===== src/hdl/kmpq_pkg.sv =====
package kmpq_pkg;

	// table geometry
	localparam int CAPACITY  = 16;
	localparam int COST_BITS = 16;
	localparam int KEY_BITS  = 16;
	localparam int IDX_BITS  = (CAPACITY > 1) ? $clog2(CAPACITY) : 1;
	localparam int CNT_BITS  = $clog2(CAPACITY + 1);

	typedef logic [KEY_BITS-1:0]  key_t;
	typedef logic [COST_BITS-1:0] cost_t;
	typedef logic [IDX_BITS-1:0]  idx_t;
	typedef logic [CNT_BITS-1:0]  cnt_t;

	// operation codes
	localparam logic OP_UPDATE = 1'b0;
	localparam logic OP_REMOVE = 1'b1;

	// result status codes
	typedef enum logic [2:0] {
		ST_UPDATED  = 3'd0,
		ST_INSERTED = 3'd1,
		ST_FULL     = 3'd2,
		ST_REMOVED  = 3'd3,
		ST_EMPTY    = 3'd4
	} status_t;

	// controller states
	typedef enum logic [1:0] {
		CS_IDLE,
		CS_SWEEP,
		CS_FINISH
	} ctrl_state_t;

	// what the commit does to the selected cell
	typedef enum logic [1:0] {
		CK_COST,
		CK_INSERT,
		CK_REMOVE
	} commit_kind_t;

	// search wave that walks the cell chain, one cell per cycle
	typedef struct packed {
		logic  active;
		logic  op;
		key_t  key;
		cost_t cost;
		logic  match;
		idx_t  match_idx;
		logic  have_free;
		idx_t  free_idx;
		logic  found;
		cost_t best_cost;
		idx_t  min_idx;
		key_t  min_key;
	} sweep_t;

	// table write broadcast to all cells
	typedef struct packed {
		logic         en;
		commit_kind_t kind;
		idx_t         idx;
		key_t         key;
		cost_t        cost;
	} commit_t;

	// fit an input cost to the stored cost width
	function automatic cost_t to_cost(input logic [15:0] c);
		logic [31:0] w;
		w = {16'b0, c};
		return w[COST_BITS-1:0];
	endfunction

endpackage


===== src/hdl/kmpq_cell.sv =====
module kmpq_cell
	import kmpq_pkg::*;
(
	input  logic    clk,
	input  logic    arst_n,
	input  idx_t    cell_idx,
	input  sweep_t  sweep_in,
	output sweep_t  sweep_out,
	input  commit_t commit
);

	logic   valid_q;
	key_t   key_q;
	cost_t  cost_q;
	logic   active_s1;
	sweep_t sweep_s1;
	sweep_t sweep_nxt;
	logic   sel;

	assign sel = commit.en && (commit.idx == cell_idx);

	// fold this slot into the running search
	always_comb begin
		sweep_nxt = sweep_in;
		if (valid_q && (key_q == sweep_in.key) && !sweep_in.match) begin
			sweep_nxt.match     = 1'b1;
			sweep_nxt.match_idx = cell_idx;
		end
		if (!valid_q && !sweep_in.have_free) begin
			sweep_nxt.have_free = 1'b1;
			sweep_nxt.free_idx  = cell_idx;
		end
		// strict compare keeps ties on the lower slot
		if (valid_q && (!sweep_in.found || (cost_q < sweep_in.best_cost))) begin
			sweep_nxt.found     = 1'b1;
			sweep_nxt.best_cost = cost_q;
			sweep_nxt.min_idx   = cell_idx;
			sweep_nxt.min_key   = key_q;
		end
	end

	// wave marker
	always_ff @(posedge clk or negedge arst_n) begin
		if (!arst_n) begin
			active_s1 <= 1'b0;
		end else begin
			active_s1 <= sweep_in.active;
		end
	end

	// wave payload
	always_ff @(posedge clk) begin
		sweep_s1 <= sweep_nxt;
	end

	always_comb begin
		sweep_out        = sweep_s1;
		sweep_out.active = active_s1;
	end

	// occupancy
	always_ff @(posedge clk or negedge arst_n) begin
		if (!arst_n) begin
			valid_q <= 1'b0;
		end else if (sel) begin
			valid_q <= (commit.kind != CK_REMOVE);
		end
	end

	// slot contents
	always_ff @(posedge clk) begin
		if (sel) begin
			case (commit.kind)
				CK_COST: begin
					cost_q <= commit.cost;
				end
				CK_INSERT: begin
					key_q  <= commit.key;
					cost_q <= commit.cost;
				end
				CK_REMOVE: begin
					cost_q <= '0;
				end
				default: begin
					cost_q <= cost_q;
				end
			endcase
		end
	end

endmodule


===== src/hdl/kmpq_ctrl.sv =====
module kmpq_ctrl
	import kmpq_pkg::*;
(
	input  logic          clk,
	input  logic          arst_n,
	input  logic          in_valid,
	output logic          in_stall,
	input  logic          op,
	input  logic [15:0]   item_key,
	input  logic [15:0]   cost,
	output sweep_t        launch,
	input  sweep_t        tail,
	output commit_t       commit,
	output logic          out_valid,
	input  logic          out_stall,
	output logic [2:0]    status,
	output logic [15:0]   removed_key
);

	ctrl_state_t state_q, state_nxt;
	logic        launch_act_q;
	sweep_t      launch_q;
	sweep_t      tail_q;
	cnt_t        count_q;
	logic        out_valid_q;
	status_t     status_q;
	key_t        rkey_q;
	logic        out_free;
	logic        in_acc;
	logic        finish;
	status_t     res_status;
	key_t        res_key;

	assign out_free = !out_valid_q || !out_stall;
	assign finish   = (state_q == CS_FINISH) && out_free;
	assign in_acc   = in_valid && !in_stall;

	// next state
	always_comb begin
		state_nxt = state_q;
		case (state_q)
			CS_IDLE: begin
				if (in_valid) state_nxt = CS_SWEEP;
			end
			CS_SWEEP: begin
				if (tail.active) state_nxt = CS_FINISH;
			end
			CS_FINISH: begin
				if (out_free) state_nxt = in_valid ? CS_SWEEP : CS_IDLE;
			end
			default: begin
				state_nxt = CS_IDLE;
			end
		endcase
	end

	// state outputs: a new beat may enter as the previous one commits
	always_comb begin
		case (state_q)
			CS_IDLE:   in_stall = 1'b0;
			CS_SWEEP:  in_stall = 1'b1;
			CS_FINISH: in_stall = !out_free;
			default:   in_stall = 1'b1;
		endcase
	end

	// decide the result and the table write from the finished wave
	always_comb begin
		res_status  = ST_EMPTY;
		res_key     = '0;
		commit.en   = 1'b0;
		commit.kind = CK_COST;
		commit.idx  = tail_q.match_idx;
		commit.key  = tail_q.key;
		commit.cost = tail_q.cost;
		if (tail_q.op == OP_UPDATE) begin
			if (tail_q.match) begin
				res_status = ST_UPDATED;
				commit.en  = finish;
			end else if (tail_q.have_free) begin
				res_status  = ST_INSERTED;
				commit.en   = finish;
				commit.kind = CK_INSERT;
				commit.idx  = tail_q.free_idx;
			end else begin
				res_status = ST_FULL;
			end
		end else if (tail_q.found && (count_q != '0)) begin
			res_status  = ST_REMOVED;
			res_key     = tail_q.min_key;
			commit.en   = finish;
			commit.kind = CK_REMOVE;
			commit.idx  = tail_q.min_idx;
		end
	end

	// control registers
	always_ff @(posedge clk or negedge arst_n) begin
		if (!arst_n) begin
			state_q      <= CS_IDLE;
			launch_act_q <= 1'b0;
			count_q      <= '0;
			out_valid_q  <= 1'b0;
		end else begin
			state_q      <= state_nxt;
			launch_act_q <= in_acc;
			if (finish) begin
				out_valid_q <= 1'b1;
				if (commit.en && (commit.kind == CK_INSERT)) begin
					count_q <= count_q + cnt_t'(1);
				end else if (commit.en && (commit.kind == CK_REMOVE)) begin
					count_q <= count_q - cnt_t'(1);
				end
			end else if (!out_stall) begin
				out_valid_q <= 1'b0;
			end
		end
	end

	// launch beat with cleared search flags
	always_ff @(posedge clk) begin
		if (in_acc) begin
			launch_q.active    <= 1'b0;
			launch_q.op        <= op;
			launch_q.key       <= item_key;
			launch_q.cost      <= to_cost(cost);
			launch_q.match     <= 1'b0;
			launch_q.match_idx <= '0;
			launch_q.have_free <= 1'b0;
			launch_q.free_idx  <= '0;
			launch_q.found     <= 1'b0;
			launch_q.best_cost <= '0;
			launch_q.min_idx   <= '0;
			launch_q.min_key   <= '0;
		end
	end

	// capture the wave leaving the last cell
	always_ff @(posedge clk) begin
		if (tail.active && (state_q == CS_SWEEP)) begin
			tail_q <= tail;
		end
	end

	// result register
	always_ff @(posedge clk) begin
		if (finish) begin
			status_q <= res_status;
			rkey_q   <= res_key;
		end
	end

	always_comb begin
		launch        = launch_q;
		launch.active = launch_act_q;
	end

	assign out_valid   = out_valid_q;
	assign status      = status_q;
	assign removed_key = rkey_q;

endmodule


===== src/hdl/keyed_min_priority_queue_unit.sv =====
// Keyed min priority queue: a chain of CAPACITY slot cells searched by one wave.
// The wave visits one cell per cycle; the controller then captures it at the end of the
// chain and commits the table write as the result is loaded.
// The block takes no new item while a search is in flight; the next item may enter on the
// cycle the previous result is loaded, so the chain length sets the rate.
// Reset clears valid bits, entry count and control; keys and costs are not cleared.
module keyed_min_priority_queue_unit
	import kmpq_pkg::*;
(
	input  logic        clk,
	input  logic        arst_n,
	input  logic        in_valid,
	output logic        in_stall,
	input  logic        op,
	input  logic [15:0] item_key,
	input  logic [15:0] cost,
	output logic        out_valid,
	input  logic        out_stall,
	output logic [2:0]  status,
	output logic [15:0] removed_key
);

	sweep_t               chain [CAPACITY+1];
	commit_t              commit;
	logic [CAPACITY-1:0]  wave_act;

	kmpq_ctrl u_ctrl (
		.clk         (clk),
		.arst_n      (arst_n),
		.in_valid    (in_valid),
		.in_stall    (in_stall),
		.op          (op),
		.item_key    (item_key),
		.cost        (cost),
		.launch      (chain[0]),
		.tail        (chain[CAPACITY]),
		.commit      (commit),
		.out_valid   (out_valid),
		.out_stall   (out_stall),
		.status      (status),
		.removed_key (removed_key)
	);

	// slot cells, wave flows from slot 0 upward
	for (genvar i = 0; i < CAPACITY; i++) begin : g_cell
		kmpq_cell u_cell (
			.clk       (clk),
			.arst_n    (arst_n),
			.cell_idx  (idx_t'(i)),
			.sweep_in  (chain[i]),
			.sweep_out (chain[i+1]),
			.commit    (commit)
		);
		assign wave_act[i] = chain[i+1].active;
	end

	// only one wave in the chain at a time
	a_one_wave: assert property (@(posedge clk) disable iff (!arst_n)
		$onehot0(wave_act))
		else $error("more than one search wave in the cell chain");

	// input is held off after an accepted beat
	a_hold_after_accept: assert property (@(posedge clk) disable iff (!arst_n)
		(in_valid && !in_stall) |=> in_stall)
		else $error("beat accepted while search in flight");

	// wave reaching the end of the chain means the input is held off
	a_tail_stalls: assert property (@(posedge clk) disable iff (!arst_n)
		chain[CAPACITY].active |-> in_stall)
		else $error("wave finished while input open");

	// a table write only happens together with a result load
	a_commit_result: assert property (@(posedge clk) disable iff (!arst_n)
		commit.en |=> out_valid)
		else $error("table write without result beat");

endmodule


===== config.mk =====
export PLATFORM = sky130hd
export DESIGN_NAME = keyed_min_priority_queue_unit
export DESIGN_NICKNAME = d
export VERILOG_FILES = /design/src/hdl/kmpq_pkg.sv /design/src/hdl/kmpq_cell.sv /design/src/hdl/kmpq_ctrl.sv /design/src/hdl/keyed_min_priority_queue_unit.sv
export SDC_FILE = /design/constraint.sdc
export NUM_CORES = 2
export LEC_CHECK = 0
export BUFFER_PORTS_ARGS = -buffer_cell sky130_fd_sc_hd__buf_2
export CAP_MARGIN = 20
export CORE_MARGIN = 2
export CORE_UTILIZATION = 30
export CTS_CLUSTER_DIAMETER = 80
export DETAILED_ROUTE_END_ITERATION = 8
export MAX_ROUTING_LAYER = met4
export PLACE_DENSITY_LB_ADDON = 0.3
export SLEW_MARGIN = 20
export SYNTH_ARGS = -nofsm -noshare
export SYNTH_HDL_FRONTEND = slang
export SYNTH_HIERARCHICAL = 1
export SYNTH_SLANG_ARGS = --single-unit
export TNS_END_PERCENT = 30

===== constraint.sdc =====
create_clock -name clk -period 6.3 [get_ports clk]
set_input_delay 0.945 -clock clk [delete_from_list [all_inputs] [get_ports clk]]
set_output_delay 0.945 -clock clk [all_outputs]
set_load 0.03 [all_outputs]

==> flow_metrics.env <==
export IMPL_die_h_um=485.2
export IMPL_cts_root_buf="clkbuf_16"
export IMPL_leakage_uw=0.03277
export IMPL_worst_clock_skew_ns=0.04862
export IMPL_vias=31890
export IMPL_final_cells=8220
export IMPL_min_to="u_ctrl/launch[49]$_DFFE_PP_"
export IMPL_die_w_um=485.2
export IMPL_cp_common_cell="nor3b_4"
export IMPL_place_congestion=0.7360
export IMPL_drtIter0Drc=1167
export IMPL_grt_first_pass_wirelength_um=186100
export IMPL_layout_common_cells="1,264 x dfxtp_1, 628 x edfxtp_1, 467 x mux2_4"
export IMPL_setup_viol_count_final=0
export IMPL_antenna_left=0
export IMPL_finalMaxSlewViolations=0
export IMPL_crit_slowest_cell="nor3b_4"
export IMPL_antenna_found_initial=4
export IMPL_drive_above_1_share_pct=23.68
export IMPL_cts_tree="yes"
export IMPL_place_detailed_hpwl_um=86420
export IMPL_htreeDepth=4
export IMPL_grt_pass1_vias=33620
export IMPL_ff2ff_path_depth=8
export IMPL_hold_buffers=1
export IMPL_finalHoldViolations=0
export IMPL_routed_via_density=3.879
export IMPL_min_from="cost[2]"
export IMPL_grt_overflow=0
export IMPL_maxCapViolations=0
export IMPL_worstPathArrival_ns=3.98
export IMPL_cts_clk_slew_worst_paths_ns=0.06
export IMPL_cpPeakStageDelay_ns=0.67
export IMPL_avgSynthCellArea_sq_um=15.13
export IMPL_min_delay_path_class="input port to register"
export IMPL_drt_total_wl_um=117300
export IMPL_status="finished, final reports clean"
export IMPL_syn_to_final_growth_pct=15.61
export IMPL_die_area_sq_um=235400
export IMPL_clockBufferDepth=3
export IMPL_nets=5307
export IMPL_postCtsResizedCells=0
export IMPL_layout_commonest_cell="dfxtp_1"
export IMPL_crit_chain="nor3b_4 -> mux2i_1 -> o21ai_2 -> buf_4 -> xor2_1 -> nor3_1 -> nand3_1 -> nor3b_4"
export IMPL_worstReg2RegEnd="g_cell[9].u_cell/key_q[15]$_DFFE_PP_"
export IMPL_dp_cells=7861
export IMPL_rsz0062_at_grt="false"
export IMPL_fmax_mhz=282.4
export IMPL_end_kind="register"
export IMPL_numCtsBuffers=184
export IMPL_whs_path_depth=1
export IMPL_boundaryPins=58
export IMPL_crit_path_max_fanout=16
export IMPL_critPathKind="register to register"
export IMPL_ys_warnings_count=6
export IMPL_grtUsageTotal_pct=10.21
export IMPL_clk_latency_ns=0.82
export IMPL_worst_slew_pin_slew_ns=1.025
export IMPL_start_util_pct=30.18
export IMPL_cp_required_ns=6.74
export IMPL_timing_final_crit_period_ns=3.541
export IMPL_first_pass_iters=5
export IMPL_drcViolationCount=0
export IMPL_wire_per_inst_um=14.27
export IMPL_cts_sinks=1933
export IMPL_synthesis_area_sq_um=69450
export IMPL_start_kind="register"
export IMPL_slew_headroom_pct=31.66
export IMPL_power_density_nw_per_um2=426.7
export IMPL_grt_max_degree=42
export IMPL_finalCritPeriodShare_pct=56.20
export IMPL_rr_startpoint="u_ctrl/tail_q[79]$_DFFE_PP_"
export IMPL_hold_ws_ns=0.2969
export IMPL_fp_row_count=176
export IMPL_r2r_setup_slack_ns=2.76
export IMPL_ir_drop_uv=254.2
export IMPL_utilization_pct=34.89
export IMPL_core_area_sq_um=230100
export IMPL_postSynthCellCount=4589
export IMPL_cts_setup_buffers=0
export IMPL_io_buffer_count=57
export IMPL_setup_tns_ns=0
-- registers in the layout (all words and copies together) (netlist names) --
name	count
g_cell.u_cell/sweep_out	1264
g_cell.u_cell/cost_q	256
g_cell.u_cell/key_q	256
u_ctrl/launch	33
u_ctrl/commit	32
u_ctrl/tail_q	32
g_cell.u_cell/active_s1	16
g_cell.u_cell/valid_q	16
u_ctrl/removed_key	16
u_ctrl/count_q	5
u_ctrl/status	3
u_ctrl/state_q	2
u_ctrl/launch_act_q	1
u_ctrl/out_valid	1
-- stage by stage --
stage / total power (uW) / worst slack (ns) / instance area [sq um]
after global placement: 23250 / 2.505 / 73820
after detailed placement: 23470 / 2.459 / 73850
after global routing: 36120 / 2.359 / 80290
final: 34260 / 2.759 / 80300
after floorplan: 21970 / 1.357 / 70580
after CTS: 34810 / 2.448 / 80220
-- power by group --
part,internal [uW],switching (uW)
Sequential,15600,1310
Clock,6390,4780
Combinational,3730,2420
-- area by class of cell --
type                       count  area, sq um
multi-input combinational   2532        23240
fill                       21840       149800
sequential                  1933        45190
inverter                     261        979.7
clock inverter                74        967.2
timing repair buffer         113        728.2
tap                         3026         3786
antenna                        5        12.51
clock buffer                 276         5398
-- how the worst max path moves through the flow --
| stage | from | endpoint | slack [ns] | cells after the start |
|---|---|---|---|---|
| after floorplan | u_ctrl/count_q[0]$_DFFE_PN0P_ | g_cell[12].u_cell/key_q[0]$_DFFE_PP_ | 1.36 | 9 |
| after global placement | u_ctrl/tail_q[79]$_DFFE_PP_ | g_cell[8].u_cell/key_q[11]$_DFFE_PP_ | 2.50 | 8 |
| after detailed placement | u_ctrl/tail_q[79]$_DFFE_PP_ | g_cell[9].u_cell/key_q[7]$_DFFE_PP_ | 2.46 | 9 |
| after CTS | u_ctrl/tail_q[79]$_DFFE_PP_ | g_cell[9].u_cell/key_q[0]$_DFFE_PP_ | 2.45 | 8 |
| after global routing | u_ctrl/tail_q[79]$_DFFE_PP_ | g_cell[10].u_cell/key_q[5]$_DFFE_PP_ | 2.36 | 9 |
| final | u_ctrl/tail_q[79]$_DFFE_PP_ | g_cell[9].u_cell/key_q[15]$_DFFE_PP_ | 2.76 | 8 |
-- worst max-delay path: cells and delay by family (launching register included) --
kind                   cells  cell delay (ns)
flip-flops                 1             0.46
buffers and inverters      1             0.33
AND/OR/NAND/NOR            4             1.73
AO/OA/AOI/OAI              1             0.34
XOR/XNOR                   1             0.10
multiplexers               1             0.19
-- per-layer routing --
layer,global-route usage (%),vias up,share of wire (%)
met2,15.45,369,44
met3,2.009,173,3.6
met1,13.88,14880,51
li1,-,16470,-
met4,2.803,0,1.9
met5,-,-,0
No activity file was read; power rests on OpenSTA's default activity.
